## config.mk

```make
export PLATFORM = sky130hd
export DESIGN_NAME = fpd_motion_lane
export DESIGN_NICKNAME = d
export VERILOG_FILES = /design/src/rtl/fpd_pkg.sv /design/src/rtl/fpd_motion_lane.sv
export SDC_FILE = /design/constraint.sdc
export NUM_CORES = 1
export LEC_CHECK = 0
export BUFFER_PORTS_ARGS = -buffer_cell sky130_fd_sc_hd__buf_2
export CAP_MARGIN = 20
export CELL_PAD_IN_SITES_DETAIL_PLACEMENT = 1
export CELL_PAD_IN_SITES_GLOBAL_PLACEMENT = 1
export CORE_UTILIZATION = 40
export DETAILED_ROUTE_END_ITERATION = 16
export PLACE_DENSITY = 0.8
export RECOVER_POWER = 100
export SLEW_MARGIN = 20
export SYNTH_ARGS = -nofsm -noshare
export SYNTH_HDL_FRONTEND = slang
export SYNTH_SLANG_ARGS = --single-unit
export TNS_END_PERCENT = 10
```

## constraint.sdc

```tcl
create_clock -name clock -period 9.3 [get_ports clock]
set_input_delay 1.395 -clock clock [delete_from_list [all_inputs] [get_ports clock]]
set_output_delay 1.395 -clock clock [all_outputs]
set_load 0.01 [all_outputs]
```

## src/rtl/fpd_pkg.sv

```systemverilog
// Shared types and constants for the flight phase detector.
`default_nettype none

package fpd_pkg;

   // Sample field widths.
   localparam int NUM_LANES = 6;
   localparam int SMP_W     = 16;
   localparam int P_W       = 24;
   localparam int PHASE_W   = 3;
   localparam int EVENT_W   = 2;

   // Deviation multiplier registers.
   localparam int              MULT_W    = 4;
   localparam int              MULT_MAX  = (1 << MULT_W) - 1;
   localparam logic [MULT_W-1:0] KM_RESET = 4'd5;
   localparam logic [MULT_W-1:0] KL_RESET = 4'd2;

   // Register indexes on the configuration port.
   localparam int REG_IDX_W = 1;
   localparam logic [REG_IDX_W-1:0] REG_LIFTOFF_APOGEE_MULT = 1'b0;
   localparam logic [REG_IDX_W-1:0] REG_LANDING_MULT        = 1'b1;

   // Calibration length per half (a power of two, so averaging is a shift).
   localparam int CAL_HALF  = 8;
   localparam int CAL_LOG2  = $clog2(CAL_HALF);
   localparam int CAL_RND   = CAL_HALF / 2;
   localparam int CNT_W     = $clog2(2 * CAL_HALF);
   localparam logic [CNT_W-1:0] CAL_MID  = CNT_W'(CAL_HALF - 1);
   localparam logic [CNT_W-1:0] CAL_LAST = CNT_W'(2 * CAL_HALF - 1);

   // Flight mean tracking: (16x + 3m + 2) / 4.
   localparam int TRK_RND   = 2;
   localparam int TRK_SHIFT = 2;

   // Q.4 storage widths: motion mean, motion deviation, pressure mean and deviation.
   localparam int MM_W = 22;
   localparam int MD_W = 24;
   localparam int PM_W = 28;
   localparam int PD_W = 31;

   typedef enum logic [PHASE_W-1:0] {
      PH_CALIBRATE = 3'd0,
      PH_PAD       = 3'd1,
      PH_ASCENT    = 3'd2,
      PH_DESCENT   = 3'd3,
      PH_LANDED    = 3'd4
   } phase_type;

   typedef enum logic [EVENT_W-1:0] {
      EV_NONE    = 2'd0,
      EV_LIFTOFF = 2'd1,
      EV_APOGEE  = 2'd2,
      EV_LANDED  = 2'd3
   } event_type;

   typedef enum logic [2:0] {
      OP_HOLD,
      OP_SUM,
      OP_MEAN,
      OP_DEV,
      OP_DEV_END,
      OP_TRACK
   } lane_op_type;

   typedef struct packed {
      lane_op_type       op;
      logic [MULT_W-1:0] km;
      logic [MULT_W-1:0] kl;
   } lane_ctl_type;

   typedef struct packed {
      logic liftoff;
      logic stable;
   } lane_flag_type;

endpackage

`default_nettype wire

```

## src/rtl/fpd_motion_lane.sv

```systemverilog
// One motion channel: mean and deviation state with its threshold tests.
`default_nettype none

module fpd_motion_lane (
   input  wire logic                               clock,
   input  wire logic                               reset,
   input  wire fpd_pkg::lane_ctl_type              ctl,
   input  wire logic signed [fpd_pkg::SMP_W-1:0]   sample,
   output fpd_pkg::lane_flag_type                  flags
);

   localparam int MM_W = fpd_pkg::MM_W;
   localparam int MD_W = fpd_pkg::MD_W;
   localparam int PR_W = fpd_pkg::MULT_W + MD_W;

   logic signed [MM_W-1:0] mean_ff, mean_in;
   logic [MD_W-1:0]        dev_ff, dev_in;

   logic signed [MM_W:0]   s16;
   logic signed [MM_W:0]   diff;
   logic [MM_W:0]          absdiff;
   logic signed [MM_W-1:0] cal_sum;
   logic signed [MM_W+3:0] cal_q;
   logic [MD_W:0]          dev_sum;
   logic [MD_W:0]          dev_rnd;
   logic signed [MM_W+2:0] s25;
   logic signed [MM_W+2:0] m25;
   logic signed [MM_W+2:0] trk;
   logic [PR_W-1:0]        lift_prod;
   logic [PR_W-1:0]        land_prod;

   // Sample in Q.4 and its distance from the current mean.
   assign s16     = {{(MM_W + 1 - fpd_pkg::SMP_W - 4){sample[fpd_pkg::SMP_W-1]}}, sample, 4'b0000};
   assign diff    = s16 - {mean_ff[MM_W-1], mean_ff};
   assign absdiff = diff[MM_W] ? (~diff + 1'b1) : diff;

   // Calibration mean: running sum, then rounded average scaled to Q.4.
   assign cal_sum = mean_ff + sample;
   assign cal_q   = $signed({cal_sum, 4'b0000}) + $signed((MM_W + 4)'(fpd_pkg::CAL_RND));

   // Calibration deviation: running sum of distances, then rounded average.
   assign dev_sum = {1'b0, dev_ff} + (MD_W + 1)'(absdiff);
   assign dev_rnd = (dev_sum + (MD_W + 1)'(fpd_pkg::CAL_RND)) >> fpd_pkg::CAL_LOG2;

   // Flight tracking: a quarter of the new sample, three quarters of the old mean.
   assign s25 = s16;
   assign m25 = mean_ff;
   assign trk = s25 + m25 + (m25 <<< 1) + $signed((MM_W + 3)'(fpd_pkg::TRK_RND));

   // State update.
   always_comb begin
      mean_in = mean_ff;
      dev_in  = dev_ff;
      case (ctl.op)
         fpd_pkg::OP_SUM:     mean_in = cal_sum;
         fpd_pkg::OP_MEAN:    mean_in = MM_W'(cal_q >>> fpd_pkg::CAL_LOG2);
         fpd_pkg::OP_DEV:     dev_in  = MD_W'(dev_sum);
         fpd_pkg::OP_DEV_END: dev_in  = MD_W'(dev_rnd);
         fpd_pkg::OP_TRACK:   mean_in = MM_W'(trk >>> fpd_pkg::TRK_SHIFT);
         default: begin
            mean_in = mean_ff;
            dev_in  = dev_ff;
         end
      endcase
   end

   always_ff @(posedge clock) begin
      if (reset) begin
         mean_ff <= '0;
         dev_ff  <= '0;
      end else begin
         mean_ff <= mean_in;
         dev_ff  <= dev_in;
      end
   end

   // Threshold tests against the mean as it stands before this request.
   assign lift_prod = ctl.km * dev_ff;
   assign land_prod = ctl.kl * dev_ff;

   assign flags.liftoff = $signed({{(PR_W - MM_W){diff[MM_W]}}, diff})
                          > $signed({1'b0, lift_prod});
   assign flags.stable  = PR_W'(absdiff) < land_prod;

endmodule

`default_nettype wire

```

==> flow_summary_export.csv <==
group,metric,value,unit
detailed_routing,drc,0,
grt,grt_use_met3,0.0356,
die,core,35600,um^2
placement,dpl.cell_count,2313,
detailed_routing,ant_nets,0,
yosys,synth_edf_count,0,
setup_path,arrival,7.23,ns
placement,routabilityCongestion,0.899,
sta,clock_skew,0.00933,ns
placement,placed_area,14900,um^2
setup_path,slowest_delay,0.61,ns
flow_run,max-cap-violations,1,
power,power.density,255,nW/um^2
cts,htreeDepth,2,
yosys,syn_avg_cell_area,7.63,um^2
die,placementRows,69,
sta,min_period,8.63,ns
cells_and_area,nFillCells,4460,
cts,cts_resized,0,
die,fp.dieH,192,um
cells_and_area,nets,2201,
run_status,status,"complete, but fails checks",
grt,grt_pass1_vias,14500,
yosys,netlist_instances,1898,
cts,clock_latency,0.31,ns
cts,holdBufCountCts,0,
detailed_routing,totalWireLength,46600,um
sta,slew_viol_final,45,
grt,globalRouteMet2Util,0.447,
cells_and_area,seq_area,921,um^2
detailed_routing,routedWlPerCell,20.1,um
die,design.die.area,36900,um^2
yosys,synth_area,14500,um^2
cts,cts_setup_buffers,0,
yosys,synth_cell_types,100,
setup_path,worst_ep_required_time,7.91,ns
setup_path,start_kind,"input port",
detailed_routing,detail_route.first_pass.iterations,5,
cts,cts_tree,"yes",
cts,cts_root_buffer,"clkbuf_16",
yosys,synth-seq-cells,46,
sta,fin_hold_ws,0.595,ns
power,power_leakage,7.04,nW
sta,timing.fmax,116,MHz
worst_hold_path,hold_path_class,"flip-flop to flip-flop",
yosys,yosysWarnings,0,
yosys,synth_ff_type,"dfxtp_1",
cts,cts_sinks,46,
cts,clock_path_buffers,2,
grt,grt_antenna_before_repair,0,
sta,fin_setup_tns,0,ns
power,ir_worst_vdd,98.1,uV
cts,path_clk_slew,0.07,ns
cells_and_area,diodes,0,
setup_path,crit_chain,"clkbuf_1 -> ha_1 -> a211oi_1 -> nor4b_1 -> a311o_1 -> o31a_1 -> o21ai_0 -> nand2b_1 -> nand2_1 -> a31o_1 -> inv_1 -> a21oi_1 -> xor2_1 -> ha_1 -> a21o_1 -> a21o_1 -> a21oi_1 -> o21ai_0 -> and4_1 -> o41ai_1 -> a31oi_1 -> nand4_1 -> clkbuf_1",
power,totalPowerFinal,0.00384,W
die,start_util,0.407,
cells_and_area,finalInstanceArea,15000,um^2
setup_path,crit_family,"compound AO/OA/AOI/OAI gates",
sta,timing.slew.headroom,-0.323,
yosys,synth-seq-area-share,0.0636,
detailed_routing,drtIter0Drc,730,
cells_and_area,multiInputGateArea,12600,um^2
grt,track_usage,0.256,
yosys,async_flop_share,0,
detailed_routing,via_per_inst,5.96,
sta,final_hold_viol_count,0,
sta,setup_violations,0,
setup_path,cp_max_fo,17,
setup_path,crit_slowest_cell,"o41ai_1",
grt,grt_pass1_wl,75400,um
cts,cts_made_buffers,5,
grt,grt_overflow_total,0,
run_status,violations,"capacitance limit, slew limit",
cells_and_area,layout.cells.non_filler,2322,
detailed_routing,vias,13800,
cells_and_area,drive_gt1_frac,0.0387,
grt,grt_max_degree,51,
yosys,synth_fp_nets,2239,
setup_path,critical_path_class,"input port to output pin",
setup_path,worst_setup_path_end_kind,"output pin",
setup_path,crit_buf_inv,3,
die,io_pins,31,
sta,timing.final.crit_share,0.928,
die,die_w,192,um
cells_and_area,area_growth,3.98,%
sta,grt_setup_unrepaired,"false",
placement,hpwlAfterDp,38100,um
grt,gr-max-usage-layer,"met2",
sta,max_slew.worst_pin.slew,1.98,ns
grt,grt_use_met1,0.319,
placement,io_buffers,30,
power breakdown:
part	switching, W	leakage [nW]	internal (W)
clock	0.0000984	0.0842	0.000128
combinational	0.00203	6.58	0.00124
sequential	0.000114	0.379	0.000231
layer usage:
metal | share of wire | vias to the layer above | wire length, um
li1 | - | 6564 | -
met1 | 0.43 | 6841 | 20200
met2 | 0.48 | 336 | 22400
met3 | 0.048 | 101 | 2250
met4 | 0.037 | 0 | 1740
met5 | 0 | - | 0
synth_stat cells, drive strengths merged (19+ instances only):
cell type / instances / area [um^2]
a2111oi: 25 / 225
a211oi: 32 / 258
a21o: 52 / 390
a21oi: 129 / 646
a31oi: 19 / 125
and2: 71 / 444
clkbuf: 70 / 263
dfxtp: 46 / 921
fa: 109 / 2180
ha: 203 / 2540
inv: 174 / 653
nand2: 207 / 777
nand2b: 31 / 194
nand3: 33 / 170
nand4: 21 / 131
nor2: 155 / 582
nor2b: 25 / 156
nor3: 35 / 180
o21a: 22 / 165
o21ai: 89 / 464
xnor2: 85 / 759
xor2: 58 / 508
worst paths after layout:
check	from	endpoint	slack, ns	depth (start not counted)
setup / recovery	sample[4]	flags[0]	0.67	23
hold / removal	mean_ff[1]$_SDFFE_PP0P_	mean_ff[1]$_SDFFE_PP0P_	0.60	2
setup reg to reg	mean_ff[8]$_SDFFE_PP0P_	dev_ff[21]$_SDFFE_PP0P_	1.43	24
hold reg to reg	mean_ff[1]$_SDFFE_PP0P_	mean_ff[1]$_SDFFE_PP0P_	0.60	2
placed cells by master, fill, tap and decap left out, types with 14 or more instances in the layout:
master / synthesis / final
inv_1: 173 / 174
fa_1: 109 / 109
ha_1: 203 / 203
nand2_1: 207 / 207
dfxtp_1: 46 / 46
a211oi_1: 30 / 30
nor3_1: 34 / 34
xor2_1: 58 / 58
nor2_1: 155 / 155
a21oi_1: 129 / 129
nor2b_1: 25 / 25
a31oi_1: 18 / 19
nand4_1: 21 / 21
o21a_1: 22 / 22
a21o_1: 52 / 52
and3_1: 14 / 15
o21ai_0: 80 / 83
and2_1: 71 / 70
buf_2: 5 / 25
xnor2_1: 83 / 83
nand3_1: 32 / 32
o21bai_1: 14 / 14
nand2b_1: 31 / 31
a2111oi_0: 24 / 24
stage by stage:
| stage | utilization | worst slack [ns] |
|---|---|---|
| after floorplan | - | 1.79 |
| after global placement | 0.419 | 1.07 |
| after detailed placement | 0.419 | 0.900 |
| after CTS | 0.424 | 0.903 |
| after global routing | 0.423 | 0.280 |
| final | 0.423 | 0.672 |
cell families after synthesis:
family / synth area share
flip-flops: 0.0636
multiplexers: 0.00717
buffers and inverters: 0.0655
AO/OA/AOI/OAI: 0.232
XOR/XNOR: 0.0876
adder cells (fa/ha/maj): 0.328
AND/OR/NAND/NOR: 0.216
sequential cells by signal (all words and copies together), names as in the netlist:
signal	cells
dev_ff	24
mean_ff	22
worst reg2reg max path, delay by kind of cell, from the launching register on:
family          cells  cell delay (ns)
compound gates     10             3.63
xor+xnor            2             1.01
fa+ha+maj           2             0.71
buf+inv             2             0.50
flops               1             0.49
simple gates        8             1.42
layout make-up:
type	instances	share of cell area
Multi-Input combinational cell	1601	0.835
Sequential cell	46	0.0612
Inverter	174	0.0434
Tap cell	461	0.0383
Timing Repair Buffer	32	0.0106
Clock buffer	5	0.00831
Clock inverter	3	0.00291
(Power assumes the default switching activity.)
